**config.mk**
```make
export PLATFORM = sky130hd
export DESIGN_NAME = encoder_velocity_duty_loop_unit
export DESIGN_NICKNAME = d
export VERILOG_FILES = /design/src/sv/evdl_pkg.sv /design/src/sv/evdl_seq.sv /design/src/sv/evdl_dp.sv /design/src/sv/encoder_velocity_duty_loop_unit.sv
export SDC_FILE = /design/constraint.sdc
export NUM_CORES = 2
export LEC_CHECK = 0
export BUFFER_PORTS_ARGS = -buffer_cell sky130_fd_sc_hd__clkbuf_2
export CORE_MARGIN = 10
export CORE_UTILIZATION = 29
export DETAILED_ROUTE_END_ITERATION = 7
export GPL_ROUTABILITY_DRIVEN = 0
export PLACE_DENSITY = 0.48
export SLEW_MARGIN = 20
export SYNTH_ARGS = -nofsm -noshare
export SYNTH_HDL_FRONTEND = slang
export SYNTH_SLANG_ARGS = --single-unit
```
**constraint.sdc**
```tcl
create_clock -name clk -period 9.6 [get_ports clk]
set_input_delay 2.4 -clock clk [delete_from_list [all_inputs] [get_ports clk]]
set_output_delay 2.4 -clock clk [all_outputs]
set_load 0.02 [all_outputs]
```
**src/sv/evdl_pkg.sv**
```systemverilog
`default_nettype none
package evdl_pkg;

	// Field and register widths
	localparam int COUNT_W         = 27;
	localparam int SPEED_W         = 24;
	localparam int DUTY_W          = 8;
	localparam int DIR_W           = 2;
	localparam int GAIN_W          = 16;
	localparam int CPT_W           = 16;
	localparam int PER_W           = 8;
	localparam int CFG_IDX_W       = 3;
	localparam int CFG_DATA_W      = 24;

	// Arithmetic constants
	localparam int COUNT_MODULUS   = 100000000;
	localparam int SPEED_FRAC_BITS = 8;
	localparam int SKIP_LIMIT      = 10000;
	localparam int MS_SCALE        = 1000;
	localparam int TWOPI_Q20       = 6588397;
	localparam int ERR_SCALE       = 5;
	localparam int DUTY_MIN        = 20;
	localparam int DUTY_MAX        = 255;
	localparam int SPEED_MAX       = 8388607;
	localparam int DUTY_SHIFT      = SPEED_FRAC_BITS + 8;
	localparam int NUM_SHIFT       = 20 - SPEED_FRAC_BITS;

	// Datapath widths
	localparam int DIFF_W          = COUNT_W + 1;
	localparam int MAG_W           = 14;
	localparam int PROD1_W         = MAG_W + 10;
	localparam int ACC_W           = PROD1_W + 23;
	localparam int NUM_W           = ACC_W - NUM_SHIFT;
	localparam int DEN_W           = CPT_W + PER_W;
	localparam int DIV_CNT_W       = $clog2(NUM_W);
	localparam int ERR_W           = 26;
	localparam int PROD_W          = ERR_W + GAIN_W;
	localparam int STEP_W          = 4;

	// Register indexes
	localparam logic [CFG_IDX_W-1:0] CFG_TARGET  = 3'd0;
	localparam logic [CFG_IDX_W-1:0] CFG_GAIN    = 3'd1;
	localparam logic [CFG_IDX_W-1:0] CFG_CPT     = 3'd2;
	localparam logic [CFG_IDX_W-1:0] CFG_PERIOD  = 3'd3;
	localparam logic [CFG_IDX_W-1:0] CFG_CEILING = 3'd4;

	// Item kinds and drive codes
	localparam logic OPC_SAMPLE = 1'b0;
	localparam logic OPC_TICK   = 1'b1;

	localparam logic [DIR_W-1:0] DIR_STOP = 2'd0;
	localparam logic [DIR_W-1:0] DIR_FWD  = 2'd1;
	localparam logic [DIR_W-1:0] DIR_REV  = 2'd2;

	// Payloads
	typedef struct packed {
		logic opcode;
		logic chan_a_level;
		logic chan_b_level;
	} item_t;

	typedef struct packed {
		logic [COUNT_W-1:0]        position_count;
		logic signed [SPEED_W-1:0] speed_q8;
		logic [DUTY_W-1:0]         duty;
		logic                      duty_written;
		logic [DIR_W-1:0]          drive_dir;
	} result_t;

	// Microcode
	typedef enum logic [3:0] {
		OP_NOP,
		OP_SAMPLE,
		OP_DIFF,
		OP_MUL1,
		OP_MUL2,
		OP_DIV_INIT,
		OP_DIV_STEP,
		OP_SPEED,
		OP_ERR,
		OP_PMUL,
		OP_DUTY,
		OP_OUT
	} op_t;

	typedef enum logic [2:0] {
		COND_NEXT,
		COND_ALWAYS,
		COND_TICK,
		COND_SKIP,
		COND_DIV_MORE
	} cond_t;

	typedef struct packed {
		op_t               op;
		cond_t             cond;
		logic [STEP_W-1:0] target;
		logic              last;
	} ucode_word_t;

	typedef struct packed {
		logic is_tick;
		logic skip;
		logic div_more;
		logic out_block;
	} seq_status_t;

	// Program addresses
	localparam logic [STEP_W-1:0] ST_DISPATCH = 4'd0;
	localparam logic [STEP_W-1:0] ST_SAMPLE   = 4'd1;
	localparam logic [STEP_W-1:0] ST_DIFF     = 4'd2;
	localparam logic [STEP_W-1:0] ST_MUL1     = 4'd3;
	localparam logic [STEP_W-1:0] ST_MUL2     = 4'd4;
	localparam logic [STEP_W-1:0] ST_DIV_INIT = 4'd5;
	localparam logic [STEP_W-1:0] ST_DIV_STEP = 4'd6;
	localparam logic [STEP_W-1:0] ST_SPEED    = 4'd7;
	localparam logic [STEP_W-1:0] ST_ERR      = 4'd8;
	localparam logic [STEP_W-1:0] ST_PMUL     = 4'd9;
	localparam logic [STEP_W-1:0] ST_DUTY     = 4'd10;
	localparam logic [STEP_W-1:0] ST_OUT      = 4'd11;

	// Control store
	function automatic ucode_word_t ucode_rom(input logic [STEP_W-1:0] step);
		ucode_word_t w;
		w = '{op: OP_NOP, cond: COND_NEXT, target: ST_DISPATCH, last: 1'b1};
		unique case (step)
			ST_DISPATCH: w = '{OP_NOP,      COND_TICK,     ST_DIFF,     1'b0};
			ST_SAMPLE:   w = '{OP_SAMPLE,   COND_ALWAYS,   ST_OUT,      1'b0};
			ST_DIFF:     w = '{OP_DIFF,     COND_NEXT,     ST_DISPATCH, 1'b0};
			ST_MUL1:     w = '{OP_MUL1,     COND_SKIP,     ST_ERR,      1'b0};
			ST_MUL2:     w = '{OP_MUL2,     COND_NEXT,     ST_DISPATCH, 1'b0};
			ST_DIV_INIT: w = '{OP_DIV_INIT, COND_NEXT,     ST_DISPATCH, 1'b0};
			ST_DIV_STEP: w = '{OP_DIV_STEP, COND_DIV_MORE, ST_DIV_STEP, 1'b0};
			ST_SPEED:    w = '{OP_SPEED,    COND_NEXT,     ST_DISPATCH, 1'b0};
			ST_ERR:      w = '{OP_ERR,      COND_NEXT,     ST_DISPATCH, 1'b0};
			ST_PMUL:     w = '{OP_PMUL,     COND_NEXT,     ST_DISPATCH, 1'b0};
			ST_DUTY:     w = '{OP_DUTY,     COND_NEXT,     ST_DISPATCH, 1'b0};
			ST_OUT:      w = '{OP_OUT,      COND_NEXT,     ST_DISPATCH, 1'b1};
			default:     w = '{OP_NOP,      COND_NEXT,     ST_DISPATCH, 1'b1};
		endcase
		return w;
	endfunction

endpackage
`default_nettype wire

```
**src/sv/evdl_seq.sv**
```systemverilog
`default_nettype none
module evdl_seq
	import evdl_pkg::*;
(
	input  wire logic        clk,
	input  wire logic        arst_n,
	input  wire logic        accept,
	input  wire seq_status_t status,
	output op_t              op,
	output logic             busy
);

	logic              busy_q;
	logic [STEP_W-1:0] step_q;
	ucode_word_t       cw;
	logic              stall;
	logic              take;

	// Fetch and branch decision
	always_comb begin
		cw    = ucode_rom(step_q);
		stall = (cw.op == OP_OUT) && status.out_block;
		unique case (cw.cond)
			COND_NEXT:     take = 1'b0;
			COND_ALWAYS:   take = 1'b1;
			COND_TICK:     take = status.is_tick;
			COND_SKIP:     take = status.skip;
			COND_DIV_MORE: take = status.div_more;
			default:       take = 1'b0;
		endcase
	end

	assign op   = (busy_q && !stall) ? cw.op : OP_NOP;
	assign busy = busy_q;

	// Step counter
	always_ff @(posedge clk or negedge arst_n) begin
		if (!arst_n) begin
			busy_q <= 1'b0;
			step_q <= ST_DISPATCH;
		end else if (!busy_q) begin
			if (accept) begin
				busy_q <= 1'b1;
				step_q <= ST_DISPATCH;
			end
		end else if (!stall) begin
			if (cw.last) begin
				busy_q <= 1'b0;
			end else if (take) begin
				step_q <= cw.target;
			end else begin
				step_q <= step_q + 1'b1;
			end
		end
	end

endmodule
`default_nettype wire

```
**src/sv/evdl_dp.sv**
```systemverilog
`default_nettype none
module evdl_dp
	import evdl_pkg::*;
(
	input  wire logic                  clk,
	input  wire logic                  arst_n,
	input  wire logic                  accept,
	input  wire item_t                 item,
	input  wire logic                  cfg_we,
	input  wire logic [CFG_IDX_W-1:0]  cfg_index,
	input  wire logic [CFG_DATA_W-1:0] cfg_data,
	input  wire op_t                   op,
	output seq_status_t                status,
	output logic                       result_valid,
	input  wire logic                  result_ready,
	output result_t                    result
);

	// Configuration
	logic signed [SPEED_W-1:0] target_q;
	logic [GAIN_W-1:0]         gain_q;
	logic [CPT_W-1:0]          cpt_q;
	logic [PER_W-1:0]          period_q;
	logic [DUTY_W-1:0]         ceiling_q;

	// Request and controller state
	item_t                     item_q;
	logic                      last_a_q;
	logic                      dir_bit_q;
	logic [COUNT_W-1:0]        count_q;
	logic [COUNT_W-1:0]        prev_q;
	logic signed [SPEED_W-1:0] speed_q;
	logic [DUTY_W-1:0]         duty_reg_q;
	logic [DIR_W-1:0]          dir_q;

	// Working registers
	logic signed [DIFF_W-1:0]  diff_q;
	logic [DEN_W-1:0]          den_q;
	logic [ACC_W-1:0]          acc_q;
	logic [NUM_W-1:0]          num_q;
	logic [DEN_W-1:0]          rem_q;
	logic [DIV_CNT_W-1:0]      div_cnt_q;
	logic [ERR_W-1:0]          err_mag_q;
	logic                      err_neg_q;
	logic [PROD_W-1:0]         prod_q;
	logic [DUTY_W-1:0]         duty_out_q;
	logic                      written_q;
	logic                      res_valid_q;
	result_t                   res_q;

	// Combinational helpers
	logic                      dir_new;
	logic [DIFF_W-1:0]         diff_mag;
	logic [CPT_W-1:0]          cpt_eff;
	logic [PER_W-1:0]          per_eff;
	logic [DEN_W:0]            trial;
	logic                      trial_ok;
	logic [SPEED_W-1:0]        speed_sat;
	logic [SPEED_W:0]          t_ext, s_ext, t_mag, s_mag;
	logic [SPEED_W+1:0]        e_diff, e_abs;
	logic signed [ERR_W+1:0]   duty_sum;
	logic [ERR_W+1:0]          duty_ext, dmag_ext;
	logic [DUTY_W-1:0]         duty_new;
	logic                      load_out;

	// Sample: edge on A latches B as direction
	assign dir_new = (!last_a_q && item_q.chan_a_level) ? item_q.chan_b_level : dir_bit_q;

	// Tick: count difference and divisor
	assign diff_mag = diff_q[DIFF_W-1] ? DIFF_W'(-diff_q) : DIFF_W'(diff_q);
	assign cpt_eff  = (cpt_q == '0) ? CPT_W'(1) : cpt_q;
	assign per_eff  = (period_q == '0) ? PER_W'(1) : period_q;

	// Restoring divider, one quotient bit per step
	assign trial    = {rem_q, num_q[NUM_W-1]};
	assign trial_ok = trial >= {1'b0, den_q};

	// Speed saturation on the quotient
	always_comb begin
		if (diff_q[DIFF_W-1]) begin
			if (num_q > NUM_W'(SPEED_MAX + 1))
				speed_sat = SPEED_W'(SPEED_MAX + 1);
			else
				speed_sat = SPEED_W'(-num_q);
		end else begin
			if (num_q > NUM_W'(SPEED_MAX))
				speed_sat = SPEED_W'(SPEED_MAX);
			else
				speed_sat = num_q[SPEED_W-1:0];
		end
	end

	// Error magnitude |target| - |speed|
	always_comb begin
		t_ext  = {target_q[SPEED_W-1], target_q};
		s_ext  = {speed_q[SPEED_W-1], speed_q};
		t_mag  = t_ext[SPEED_W] ? -t_ext : t_ext;
		s_mag  = s_ext[SPEED_W] ? -s_ext : s_ext;
		e_diff = {1'b0, t_mag} - {1'b0, s_mag};
		e_abs  = e_diff[SPEED_W+1] ? -e_diff : e_diff;
	end

	// Duty update and clamp
	always_comb begin
		duty_ext = (ERR_W+2)'(duty_reg_q);
		dmag_ext = (ERR_W+2)'(prod_q[PROD_W-1:DUTY_SHIFT]);
		duty_sum = err_neg_q ? $signed(duty_ext - dmag_ext) : $signed(duty_ext + dmag_ext);
		if (duty_sum < $signed((ERR_W+2)'(DUTY_MIN)))
			duty_new = DUTY_W'(DUTY_MIN);
		else if (duty_sum > $signed((ERR_W+2)'(DUTY_MAX)))
			duty_new = DUTY_W'(DUTY_MAX);
		else
			duty_new = duty_sum[DUTY_W-1:0];
	end

	assign load_out = (op == OP_OUT);

	assign status.is_tick   = (item_q.opcode == OPC_TICK);
	assign status.skip      = diff_mag >= DIFF_W'(SKIP_LIMIT);
	assign status.div_more  = (div_cnt_q != '0);
	assign status.out_block = res_valid_q && !result_ready;

	// Configuration registers
	always_ff @(posedge clk or negedge arst_n) begin
		if (!arst_n) begin
			target_q  <= '0;
			gain_q    <= GAIN_W'(205);
			cpt_q     <= CPT_W'(1920);
			period_q  <= PER_W'(8);
			ceiling_q <= DUTY_W'(DUTY_MAX);
		end else if (cfg_we) begin
			unique case (cfg_index)
				CFG_TARGET:  target_q  <= cfg_data[SPEED_W-1:0];
				CFG_GAIN:    gain_q    <= cfg_data[GAIN_W-1:0];
				CFG_CPT:     cpt_q     <= cfg_data[CPT_W-1:0];
				CFG_PERIOD:  period_q  <= cfg_data[PER_W-1:0];
				CFG_CEILING: ceiling_q <= cfg_data[DUTY_W-1:0];
				default:     ;
			endcase
		end
	end

	// Request capture
	always_ff @(posedge clk) begin
		if (accept)
			item_q <= item;
	end

	// Controller state
	always_ff @(posedge clk or negedge arst_n) begin
		if (!arst_n) begin
			last_a_q   <= 1'b0;
			dir_bit_q  <= 1'b1;
			count_q    <= '0;
			prev_q     <= '0;
			speed_q    <= '0;
			duty_reg_q <= '0;
			dir_q      <= DIR_STOP;
		end else begin
			case (op)
				OP_SAMPLE: begin
					last_a_q  <= item_q.chan_a_level;
					dir_bit_q <= dir_new;
					if (!dir_new)
						count_q <= (count_q == COUNT_W'(COUNT_MODULUS - 1)) ? '0
						           : count_q + 1'b1;
					else
						count_q <= (count_q == '0) ? COUNT_W'(COUNT_MODULUS - 1)
						           : count_q - 1'b1;
				end
				OP_DIFF:  prev_q  <= count_q;
				OP_SPEED: speed_q <= speed_sat;
				OP_DUTY: begin
					duty_reg_q <= duty_new;
					if (target_q > 0)
						dir_q <= DIR_FWD;
					else if (target_q < 0)
						dir_q <= DIR_REV;
					else
						dir_q <= DIR_STOP;
				end
				default: ;
			endcase
		end
	end

	// Working registers of the tick program
	always_ff @(posedge clk) begin
		case (op)
			OP_SAMPLE: begin
				duty_out_q <= '0;
				written_q  <= 1'b0;
			end
			OP_DIFF: begin
				diff_q <= $signed({1'b0, count_q}) - $signed({1'b0, prev_q});
				den_q  <= DEN_W'(cpt_eff) * DEN_W'(per_eff);
			end
			OP_MUL1: acc_q <= ACC_W'(PROD1_W'(diff_mag[MAG_W-1:0]) * PROD1_W'(MS_SCALE));
			OP_MUL2: acc_q <= ACC_W'(acc_q[PROD1_W-1:0]) * ACC_W'(TWOPI_Q20);
			OP_DIV_INIT: begin
				num_q     <= acc_q[ACC_W-1:NUM_SHIFT];
				rem_q     <= '0;
				div_cnt_q <= DIV_CNT_W'(NUM_W - 1);
			end
			OP_DIV_STEP: begin
				rem_q     <= trial_ok ? DEN_W'(trial - {1'b0, den_q}) : trial[DEN_W-1:0];
				num_q     <= {num_q[NUM_W-2:0], trial_ok};
				div_cnt_q <= div_cnt_q - 1'b1;
			end
			OP_ERR: begin
				err_neg_q <= e_diff[SPEED_W+1];
				err_mag_q <= ERR_W'(e_abs) * ERR_W'(ERR_SCALE);
			end
			OP_PMUL: prod_q <= PROD_W'(err_mag_q) * PROD_W'(gain_q);
			OP_DUTY: begin
				written_q  <= (target_q != '0);
				duty_out_q <= (target_q == '0) ? '0
				              : ((duty_new > ceiling_q) ? ceiling_q : duty_new);
			end
			default: ;
		endcase
	end

	// Output register
	always_ff @(posedge clk or negedge arst_n) begin
		if (!arst_n)
			res_valid_q <= 1'b0;
		else if (load_out)
			res_valid_q <= 1'b1;
		else if (result_ready)
			res_valid_q <= 1'b0;
	end

	always_ff @(posedge clk) begin
		if (load_out) begin
			res_q.position_count <= count_q;
			res_q.speed_q8       <= speed_q;
			res_q.duty           <= duty_out_q;
			res_q.duty_written   <= written_q;
			res_q.drive_dir      <= dir_q;
		end
	end

	assign result_valid = res_valid_q;
	assign result       = res_q;

endmodule
`default_nettype wire

```
**src/sv/encoder_velocity_duty_loop_unit.sv**
```systemverilog
// Encoder speed loop with proportional duty control.
// Request channel (item_valid/item_ready/item): opcode 0 is an encoder
// sample that tracks channel A/B and steps the wrapped position count;
// opcode 1 is a control tick that measures speed and updates the duty.
// Each request gives exactly one result on result_valid/result_ready/result.
// Configuration (cfg_valid/cfg_ready/cfg_index/cfg_data) is always ready;
// write it only while no request is in flight.
// A short microprogram sequences a shared datapath one step per cycle
// unless the output step is stalled. A sample runs dispatch, sample, output;
// a tick runs dispatch, difference, two multiplies, divider setup, the
// one-bit-per-cycle speed divider, speed, error, gain, duty and output.
// A tick whose count change is 10000 or more skips the divider. One request
// is in flight at a time; item_ready returns when the result is loaded.
// The result sits in an output register; a stalled receiver only holds the
// sequencer when a second result is ready to load into a full register.
// Reset clears the state, loads the register defaults (gain 205, 1920
// counts per turn, 8 ms period, ceiling 255) and empties the output.
`default_nettype none
module encoder_velocity_duty_loop_unit
	import evdl_pkg::*;
(
	input  wire logic                  clk,
	input  wire logic                  arst_n,
	input  wire logic                  item_valid,
	output logic                       item_ready,
	input  wire item_t                 item,
	output logic                       result_valid,
	input  wire logic                  result_ready,
	output result_t                    result,
	input  wire logic                  cfg_valid,
	output logic                       cfg_ready,
	input  wire logic [CFG_IDX_W-1:0]  cfg_index,
	input  wire logic [CFG_DATA_W-1:0] cfg_data
);

	logic        busy;
	logic        accept;
	op_t         op;
	seq_status_t status;

	assign item_ready = !busy;
	assign accept     = item_valid && item_ready;
	assign cfg_ready  = 1'b1;

	// Microprogram sequencer
	evdl_seq u_seq (
		.clk    (clk),
		.arst_n (arst_n),
		.accept (accept),
		.status (status),
		.op     (op),
		.busy   (busy)
	);

	// Shared datapath
	evdl_dp u_dp (
		.clk          (clk),
		.arst_n       (arst_n),
		.accept       (accept),
		.item         (item),
		.cfg_we       (cfg_valid && cfg_ready),
		.cfg_index    (cfg_index),
		.cfg_data     (cfg_data),
		.op           (op),
		.status       (status),
		.result_valid (result_valid),
		.result_ready (result_ready),
		.result       (result)
	);

endmodule
`default_nettype wire

```
==> metrics.cfg <==
[outcome]
status = finished clean

[yosys]
synth_flop_cell = edfxtp_1
syn_avg_cell_area_um2 = 9.50
synth.top_cells.by_area = fa_1, edfxtp_1, ha_1
yosys.cell_types.count = 92
synth_cells = 5754
yosysSeqAreaShare = 0.236
synth-edff-count = 288
synthArstFlopShare = 0.368
yosysWarningCount = 0
synth-seq-cells = 456
synthDominantCellAreaShare = 0.233
synth.cell_area_mm2 = 0.0547
yosys.area.top_type = fa_1

[clock_network]
clockBufferDepth = 3
numCtsBuffers = 60
clkTransAtPathRegs_ps = 60
cts_tree = yes
clkSinkCount = 456
clockRootBuffer = clkbuf_16
hold_buffers = 0
insertion_delay_ps = 710
cts_setup_buffers = 0
htreeDepth = 2
cts_resized = 0

[die]
die_w_um = 454
design.core.area_mm2 = 0.188
rows = 159
die_h_um = 454
dieArea_mm2 = 0.206
io_pins = 100
start_util = 0.291

[global_route]
antenna_found_initial = 4
grt_pass1_vias = 42500
grt_pass1_wl_um = 242000
grt_max_degree = 108
grt_use_total = 0.145
grt-ovfl-total = 0

[timing]
fin_skew_ps = 43.1
finalCritPeriodShare = 0.844
final.min_clock_period_ps = 8110
rsz0062_at_grt = false
drv_slew = 0
setup_viol = 0
maxSlewHeadroom = 0.263
hold_violations = 0
tns_ps = 0
max_freq_mhz = 123
worst_pin_slew_ps = 1110
hold_slack_ps = 421

[drt]
ant_nets = 0
wl_per_cell_um = 18.1
drc = 0
dr.max_layer_used = met4
vias_per_cell = 4.88
wl_met2_um = 73900
routedLengthMet1_um = 67400
drt_pass1_iterations = 7
routed_wl_um = 150000
num_vias = 40400
wl_met3_um = 4790
drt_iter0_drc = 1999

[final_layout]
final_cells = 8280
finalNetCount = 6974
drive_above_1_share = 0.0683
area_growth_pct = 9.68
nFillCells = 19400
fin_area_mm2 = 0.0599
layout.cells.most_common = inv_1
mostFrequentLayoutCells = inv_1, nand2_1, fa_1, ha_1, edfxtp_1

[placement]
place_inst = 8166
place_area_mm2 = 0.0578
hpwlAfterDp_um = 119000
port_buffers = 98

[setup_path]
worst-setup-path-type = reg -> reg
reg2reg_slack_ps = 1490
crit_path_top_delay_cell = a211oi_1
worstPathCellList = fa_1, fa_1, inv_1, fa_1, inv_1, ha_1, fa_1, fa_1, fa_1, ha_1, or4_1, o21ai_0, o41ai_1, a21oi_1, o221ai_1, a211oi_1, a211oi_1, nor3_1, a211oi_1, mux2i_1
crit_buf_inv = 2
slowest_delay_ps = 840
cp.required_ps = 10060
worstPathArrival_ps = 8560
crit_family = adder cells
cpMostUsedCell = fa_1
worst_setup_path_end_kind = register
crit_path_start_kind = register
crit_fanout = 8

[hold_path]
hp-class = reg -> reg

[run]
drv_cap = 0

-- routing by layer --
layer | vias to the layer above | GRT usage
met5 | - | 0
li1 | 19300 | -
met2 | 587 | 0.254
met1 | 20400 | 0.190
met3 | 164 | 0.0164
met4 | 0 | 0.0378
-- per-stage QoR --
stage	setup slack [ps]	util
2_1_floorplan	1960	-
3_3_place_gp	1550	0.308
3_5_place_dp	1460	0.308
4_1_cts	1440	0.320
5_1_grt	1020	0.320
6_report	1490	0.320
-- cells in the mapped netlist, types with 91 or more instances --
cell      instances
dfrtp_1         149
ha_1            570
nor3_1          142
a21oi_1         239
xnor2_1         193
o21ai_0         252
edfxtp_1        288
nand2_1         669
and2_1          216
fa_1            636
xor2_1           91
nor2_1          257
clkbuf_1        211
inv_1           815
-- cell type report --
class	instances	area (um^2)	area share
multi-input cells	4250	37900	0.632
flip-flops and latches	456	12900	0.215
well taps	2495	3120	0.0521
inverters	819	3080	0.0513
clock buffers	70	1580	0.0263
repair buffers	146	876	0.0146
clock inverters	43	532	0.00887
diodes	1	2.50	0.0000417
-- sequential cells by signal, summed over array words and instances, names as in the netlist, 8 cells and up --
| name | cells |
|---|---|
| u_dp.acc_q | 44 |
| u_dp.ceiling_q | 8 |
| u_dp.count_q | 27 |
| u_dp.cpt_q | 16 |
| u_dp.den_q | 24 |
| u_dp.diff_q | 28 |
| u_dp.duty_out_q | 8 |
| u_dp.duty_reg_q | 8 |
| u_dp.err_mag_q | 26 |
| u_dp.gain_q | 16 |
| u_dp.num_q | 35 |
| u_dp.period_q | 8 |
| u_dp.prev_q | 27 |
| u_dp.prod_q | 26 |
| u_dp.rem_q | 24 |
| u_dp.result | 62 |
| u_dp.speed_q | 24 |
| u_dp.target_q | 24 |
-- logic make-up (layout without fill, tap and decap cells) --
| kind of cell | after synthesis | in the layout | synth area share |
|---|---|---|---|
| AO/OA/AOI/OAI | 960 | 960 | 0.113 |
| XOR/XNOR | 284 | 284 | 0.0455 |
| adder cells (fa/ha/maj) | 1206 | 1206 | 0.363 |
| buffers and inverters | 1049 | 1078 | 0.0733 |
| flip-flops | 456 | 456 | 0.236 |
| multiplexers | 83 | 83 | 0.0167 |
| other | 2 | 4 | 0.000137 |
| AND/OR/NAND/NOR | 1714 | 1714 | 0.152 |
-- final timing paths --
kind | start | end | depth (start not counted)
worst max-delay path | u_dp.acc_q[5] | u_dp.acc_q[43] | 20
worst min-delay path | u_dp.duty_out_q[7] | u_dp.result[10] | 0
worst max register to register | u_dp.acc_q[5] | u_dp.acc_q[43] | 20
worst min register to register | u_dp.duty_out_q[7] | u_dp.result[10] | 0
max in group asynchronous | arst_n | u_dp.target_q[22] | 2
min in group asynchronous | arst_n | u_dp.prev_q[4] | 1
Power is left out: the tool's default activity adds up to more than one toggle a clock period on the data nets, which glitch-free logic cannot reach.
